### src/hw/rtl/swrl_pkg.sv
// shared constants, types and codes for the sliding window rate limiter
package swrl_pkg;

  localparam int unsigned CLIENT_SLOTS = 16;
  localparam int unsigned RING_DEPTH   = 64;
  localparam int unsigned SLOT_W       = $clog2(CLIENT_SLOTS);
  localparam int unsigned PTR_W        = $clog2(RING_DEPTH);
  localparam int unsigned RING_AW      = SLOT_W + PTR_W;
  localparam int unsigned RING_ENTRIES = CLIENT_SLOTS * RING_DEPTH;

  localparam int unsigned TIME_W   = 32;
  localparam int unsigned COUNT_W  = 32;
  localparam int unsigned RATE_W   = 16;
  localparam int unsigned WIN_W    = 24;
  localparam int unsigned MULT_W   = 12;
  localparam int unsigned PROD1_W  = RATE_W + MULT_W;
  localparam int unsigned PROD2_W  = PROD1_W + MULT_W;
  localparam int unsigned FRAC_W   = 16;
  localparam int unsigned LIMIT_W  = PROD2_W - FRAC_W;
  localparam int unsigned OCC_W    = 6;
  localparam int unsigned CFG_IDX_W  = 3;
  localparam int unsigned CFG_DATA_W = 32;

  typedef enum logic [CFG_IDX_W-1:0] {
    CFG_ENABLE      = 3'd0,
    CFG_RATE        = 3'd1,
    CFG_WINDOW      = 3'd2,
    CFG_MULT_LOW    = 3'd3,
    CFG_MULT_NORMAL = 3'd4,
    CFG_MULT_HIGH   = 3'd5,
    CFG_MULT_CRIT   = 3'd6,
    CFG_LOAD_MULT   = 3'd7
  } cfg_idx_e;

  typedef struct packed {
    logic                         enable;
    logic [RATE_W-1:0]            rate;
    logic [WIN_W-1:0]             window;
    logic [3:0][MULT_W-1:0]       prio_mult;
    logic [MULT_W-1:0]            load_mult;
  } cfg_t;

  typedef struct packed {
    logic [PTR_W-1:0]   head;
    logic [PTR_W-1:0]   tail;
    logic [COUNT_W-1:0] count;
  } client_rec_t;

  typedef enum logic [2:0] {
    ST_IDLE,
    ST_READ,
    ST_CHECK,
    ST_POP,
    ST_FINISH
  } state_e;

endpackage

### src/hw/rtl/swrl_cfg_regs.sv
// configuration register file of the rate limiter
module swrl_cfg_regs (
  input  logic                             clk_i,
  input  logic                             rst_ni,
  input  logic                             cfg_valid_i,
  output logic                             cfg_ready_o,
  input  logic [swrl_pkg::CFG_IDX_W-1:0]   cfg_index_i,
  input  logic [swrl_pkg::CFG_DATA_W-1:0]  cfg_data_i,
  output swrl_pkg::cfg_t                   cfg_o
);

  swrl_pkg::cfg_t cfg_q, cfg_d;

  assign cfg_ready_o = 1'b1;
  assign cfg_o       = cfg_q;

  always_comb begin
    cfg_d = cfg_q;
    if (cfg_valid_i) begin
      case (swrl_pkg::cfg_idx_e'(cfg_index_i))
        swrl_pkg::CFG_ENABLE:      cfg_d.enable       = cfg_data_i[0];
        swrl_pkg::CFG_RATE:        cfg_d.rate         = cfg_data_i[swrl_pkg::RATE_W-1:0];
        swrl_pkg::CFG_WINDOW:      cfg_d.window       = cfg_data_i[swrl_pkg::WIN_W-1:0];
        swrl_pkg::CFG_MULT_LOW:    cfg_d.prio_mult[0] = cfg_data_i[swrl_pkg::MULT_W-1:0];
        swrl_pkg::CFG_MULT_NORMAL: cfg_d.prio_mult[1] = cfg_data_i[swrl_pkg::MULT_W-1:0];
        swrl_pkg::CFG_MULT_HIGH:   cfg_d.prio_mult[2] = cfg_data_i[swrl_pkg::MULT_W-1:0];
        swrl_pkg::CFG_MULT_CRIT:   cfg_d.prio_mult[3] = cfg_data_i[swrl_pkg::MULT_W-1:0];
        swrl_pkg::CFG_LOAD_MULT:   cfg_d.load_mult    = cfg_data_i[swrl_pkg::MULT_W-1:0];
        default: ;
      endcase
    end
  end

  always_ff @(posedge clk_i or negedge rst_ni) begin
    if (!rst_ni) begin
      cfg_q.enable    <= 1'b1;
      cfg_q.rate      <= swrl_pkg::RATE_W'(60);
      cfg_q.window    <= swrl_pkg::WIN_W'(60000);
      cfg_q.prio_mult <= {4{swrl_pkg::MULT_W'(256)}};
      cfg_q.load_mult <= swrl_pkg::MULT_W'(256);
    end else begin
      cfg_q <= cfg_d;
    end
  end

endmodule

### config.mk
export PLATFORM = sky130hd
export DESIGN_NAME = swrl_cfg_regs
export DESIGN_NICKNAME = d
export VERILOG_FILES = /design/src/hw/rtl/swrl_pkg.sv /design/src/hw/rtl/swrl_cfg_regs.sv
export SDC_FILE = /design/constraint.sdc
export NUM_CORES = 1
export LEC_CHECK = 0
export ABC_AREA = 0
export BUFFER_PORTS_ARGS = -buffer_cell sky130_fd_sc_hd__buf_2
export CELL_PAD_IN_SITES_DETAIL_PLACEMENT = 0
export CELL_PAD_IN_SITES_GLOBAL_PLACEMENT = 1
export CORE_UTILIZATION = 43
export DETAILED_ROUTE_END_ITERATION = 8
export PLACE_DENSITY = 0.95
export SLEW_MARGIN = 20
export SYNTH_ARGS = -nofsm -noshare
export SYNTH_HDL_FRONTEND = slang
export SYNTH_SLANG_ARGS = --single-unit
### constraint.sdc
create_clock -name clk_i -period 1.5 [get_ports clk_i]
set_input_delay 0.225 -clock clk_i [delete_from_list [all_inputs] [get_ports clk_i]]
set_output_delay 0.225 -clock clk_i [all_outputs]
set_load 0.01 [all_outputs]
### After elaboration in Yosys (flattened, before gate mapping)

Cells that the tools add are included.

* output and inout port bits: 102
* logic and storage cells: 24
* register bits after elaboration: 101
* input bits: 38

* reductions and logical operators: 9
* equal/unequal tests: 7

Operators with widths (number)
* 2-bit AND reduction: 8
* 3-bit == test, second input constant: 4
* 3-bit by 2-bit == test with 1-bit output, second input constant: 2
* 3-bit by 1-bit == test with 1-bit output, second input constant: 1
* 3-bit zero test: 1

### Depth between registers and ports, before layout

* depth after elaboration: 2
* mapped depth: 4
* depth with buffers taken out: 2

### Worst setup path after synthesis

No wires, ideal clock.

* kind: input to register
* from: input cfg_index_i[2] (netlist bit)
* to: register cfg_q (netlist bit cfg_o[62])
* library setup time: 0.125 ns
* data required time: 1.375 ns
* arrival: 1.042 ns
* path slack: 0.333 ns
* path buffers: 2
* stages on the path: 4
* cell sequence: and4bb_1 -> buf_6 -> buf_12 -> mux2_4

* word-level cells in the longest chain between the ends: 2

RTL lines
* start, declared: line swrl_cfg_regs.sv:7 `input logic [swrl_pkg::CFG_IDX_W-1:0] cfg_index_i,`
* 3-bit by 2-bit == test with 1-bit output: line swrl_cfg_regs.sv:20 `case (swrl_pkg::cfg_idx_e'(cfg_index_i))`
* 2-bit AND reduction (no source line)
* end signal, assigned: line swrl_cfg_regs.sv:42 `cfg_q <= cfg_d;`
* end, declared: line swrl_cfg_regs.sv:12 `swrl_pkg::cfg_t cfg_q, cfg_d;`

No other way between the ends.
A chain may end at the register's enable or synchronous reset.

### Worst setup path after layout

* from: register cfg_q (netlist bit cfg_o[73])
* to: output cfg_o[73] (netlist bit)

RTL lines
* end, declared: line swrl_cfg_regs.sv:9 `output swrl_pkg::cfg_t cfg_o`

No word-level cell between the ends.

==> summary.md <==
| Metric | Value |
|---|---|
| Cell taking the most area after synthesis | dfrtp_1 |
| Pin count of the biggest net entering global routing | 58 |
| Syn_nets | 260 |
| Clk slew on worst S/H paths | 0.10 ns |
| Register area share after synthesis | 0.637 |
| Utilization after layout | 0.571 |
| Postcts setup bufs | 0 |
| Worst setup EP type | output port |
| First-pass GRT wire length | 13400 um |
| Syn_area_per_cell | 18.0 sq um |
| DP Wirelength | 5990 um |
| Buffers & Inverters on Critical Path | 1 |
| Placer Congestion | 0.711 |
| Num rows | 34 |
| Fill count | 741 |
| Die Y | 98.4 um |
| DRC | 10 |
| Non-filler cells, final | 480 |
| Pre-antenna DRT Iters | 8 |
| Antenna fix cells | 0 |
| Synthesized flop and latch total | 101 |
| Worst-path fanout max | 2 |
| Reg2reg end | cfg_o[22] |
| Worst reg2reg setup slack | 0.70 ns |
| Vias | 2381 |
| Clock Latency Late Sink | 0.34 ns |
| # Max-Cap Violations | 0 |
| Yosys warning count | 0 |
| Setup CP Type | register to output port |
| Status | complete, but fails checks |
| Synthesized netlist cell count | 222 |
| Leakage power | 2.45 nW |
| DR vias/cell | 4.96 |
| Synthesized area | 4000 sq um |
| Post-Route WL | 8340 um |
| Gr ovfl total | 0 |
| Sequential share of power | 0.519 |
| Final Hold Vio Count | 0 |
| Max IR drop VDD | 557 uV |
| Antenna Violating Nets Remaining | 0 |
| Crit path time final | 1.25 ns |
| Setup TNS | 0 ns |
| Initial Util | 0.452 |
| Max Clk Rate | 797 MHz |
| Sw frac | 0.289 |
| Pre-CTS setup slack | 0.0971 ns |
| Pint | 5.07 mW |
| Final worst setup slack | 0.246 ns |
| Max-slew violations | 0 |
| R2R depth | 1 |
| Routed WL per cell | 17.4 um |
| Num CTS Buffers | 9 |
| Cell Pwr Density | 1410 nW/um^2 |
| Die width | 98.4 um |
| Layout cell share with drive strength beyond 1 | 0.750 |
| Net switching power | 2.06 mW |
| Num Clock Sinks | 101 |
| Crit path max-delay cell type | dfstp_2 |
| Netlist cell types | 14 |
| Largest stage delay on the critical path | 0.55 ns |
| # setup viols final | 0 |
| Area share of the leading cell type in the synthesized netlist | 0.526 |
| Number of global-route vias before repair | 2439 |
| RSZ-0062 raised after global routing | false |
| Worst Skew | 0 ns |
| Worst hold start | cfg_data_i[16] |
| R2R Path Start | cfg_o[22] |
| Die footprint | 9690 sq um |
| Logic pwr share | 0.259 |
| Worst Hold Path EP | cfg_o[76] |
| Worst Hold Class | input port to register |
| Initial antenna violation count | 0 |
| Clock share of power | 0.223 |
| CP arrival | 1.03 ns |
| PortBufs | 130 |
| Root Driver | clkbuf_8 |
| DRT iter0 DRCs | 49 |
| H-tree depth | 3 |
| Core footprint | 8850 sq um |
| Hold path depth | 2 |
| Worst setup SP type | register |
| Placed cells | 463 |
| Violated checks | design-rule violations |
| Nets | 405 |
| IO Pins | 140 |
| Clock Path Buffers | 2 |
| GRT Util Overall | 0.182 |
| CTS tree | built |
| Final period utilization | 0.836 |
| Crit path required time | 1.27 ns |
| Synthesis-to-finish area growth | 26.4% |
| Critical path cell sequence | buf_2 |
| Cells taking the most area after synthesis | dfrtp_1, mux2_2, mux2_4 |
| Largest delay share family, worst path | flip-flops |
| Max reg flops | 101 |
-- power by group through the flow --
stage	clock, mW	sequential [mW]	combinational (mW)
2_1_floorplan	0	4.03	0.684
3_3_place_gp	0	3.71	1.82
3_5_place_dp	0	3.75	1.87
4_1_cts	1.67	3.71	1.88
5_1_grt	1.76	3.78	1.98
6_report	1.59	3.70	1.84
-- logic make-up (layout without fill, tap and decap cells) --
logic type	Yosys count	in the layout	synth area share
buffers and inverters	11	161	0.0294
AND/OR/NAND/NOR	8	8	0.0197
other	1	1	0.000938
multiplexers	101	101	0.313
flip-flops	101	101	0.637
-- layout make-up --
type / count / area, sq um / share of cell area
well taps: 108 / 135 / 0.0267
repair buffers: 145 / 856 / 0.169
clock inverters: 5 / 42.5 / 0.00841
clock buffers: 11 / 141 / 0.0280
multi-input cells: 110 / 1330 / 0.264
flip-flops and latches: 101 / 2550 / 0.504
-- worst max-delay path by stage --
stage / from / endpoint / cells after the start
after detailed placement: cfg_index_i[2] / cfg_o[61] / 4
after global placement: cfg_index_i[2] / cfg_o[82] / 4
after floorplan: cfg_index_i[2] / cfg_o[62] / 4
final: cfg_o[73] / cfg_o[73] / 1
after global routing: cfg_o[73] / cfg_o[73] / 1
after CTS: cfg_o[74] / cfg_o[74] / 1
-- Yosys cell counts --
cell      instances
dfrtp_1          84
mux2_2           71
mux2_4           30
dfstp_2          17
buf_2             4
buf_12            3
nand4b_1          3
and4bb_1          2
buf_4             2
buf_6             2
and4bb_2          1
conb_1            1
nand4_1           1
nor4b_1           1
-- per-stage QoR --
stage	instance area, sq um	hold slack, ns	total power [mW]
after floorplan	4000	-0.0706	4.71
final	5060	0.0919	7.13
after global routing	5060	0.0710	7.53
after CTS	5060	0.0687	7.25
after detailed placement	4860	0.232	5.63
after global placement	4860	0.224	5.53
-- layout by cell type (no fill, tap or decap) --
| master | Yosys | final |
|---|---|---|
| clkinvlp_4 | 0 | 1 |
| dfstp_2 | 17 | 17 |
| nand4b_1 | 3 | 3 |
| dfrtp_1 | 84 | 84 |
| nor4b_1 | 1 | 1 |
| inv_6 | 0 | 2 |
| clkbuf_8 | 0 | 10 |
| nand4_1 | 1 | 1 |
| and4bb_1 | 2 | 1 |
| mux2_4 | 30 | 30 |
| buf_4 | 2 | 8 |
| buf_12 | 3 | 7 |
| dlygate4sd3_1 | 0 | 1 |
| clkbuf_1 | 0 | 1 |
| clkinv_4 | 0 | 2 |
| conb_1 | 1 | 1 |
| and4bb_2 | 1 | 2 |
| buf_2 | 4 | 129 |
| mux2_2 | 71 | 71 |
-- what timing repair did --
| item | in CTS | in global routing |
|---|---|---|
| hold endpoints to repair | 84 | 0 |
| hold buffers | 1 | 0 |
| resized for setup | 0 | 0 |
-- routing by layer --
| metal | GRT usage | part of all wire | vias up |
|---|---|---|---|
| met3 | 0.0369 | 0.050 | 10 |
| met2 | 0.298 | 0.49 | 78 |
| met4 | 0.0551 | 0.012 | 0 |
| met1 | 0.247 | 0.45 | 1211 |
| li1 | - | - | 1082 |
| met5 | 0 | 0 | - |
(Power assumes the default switching activity.)
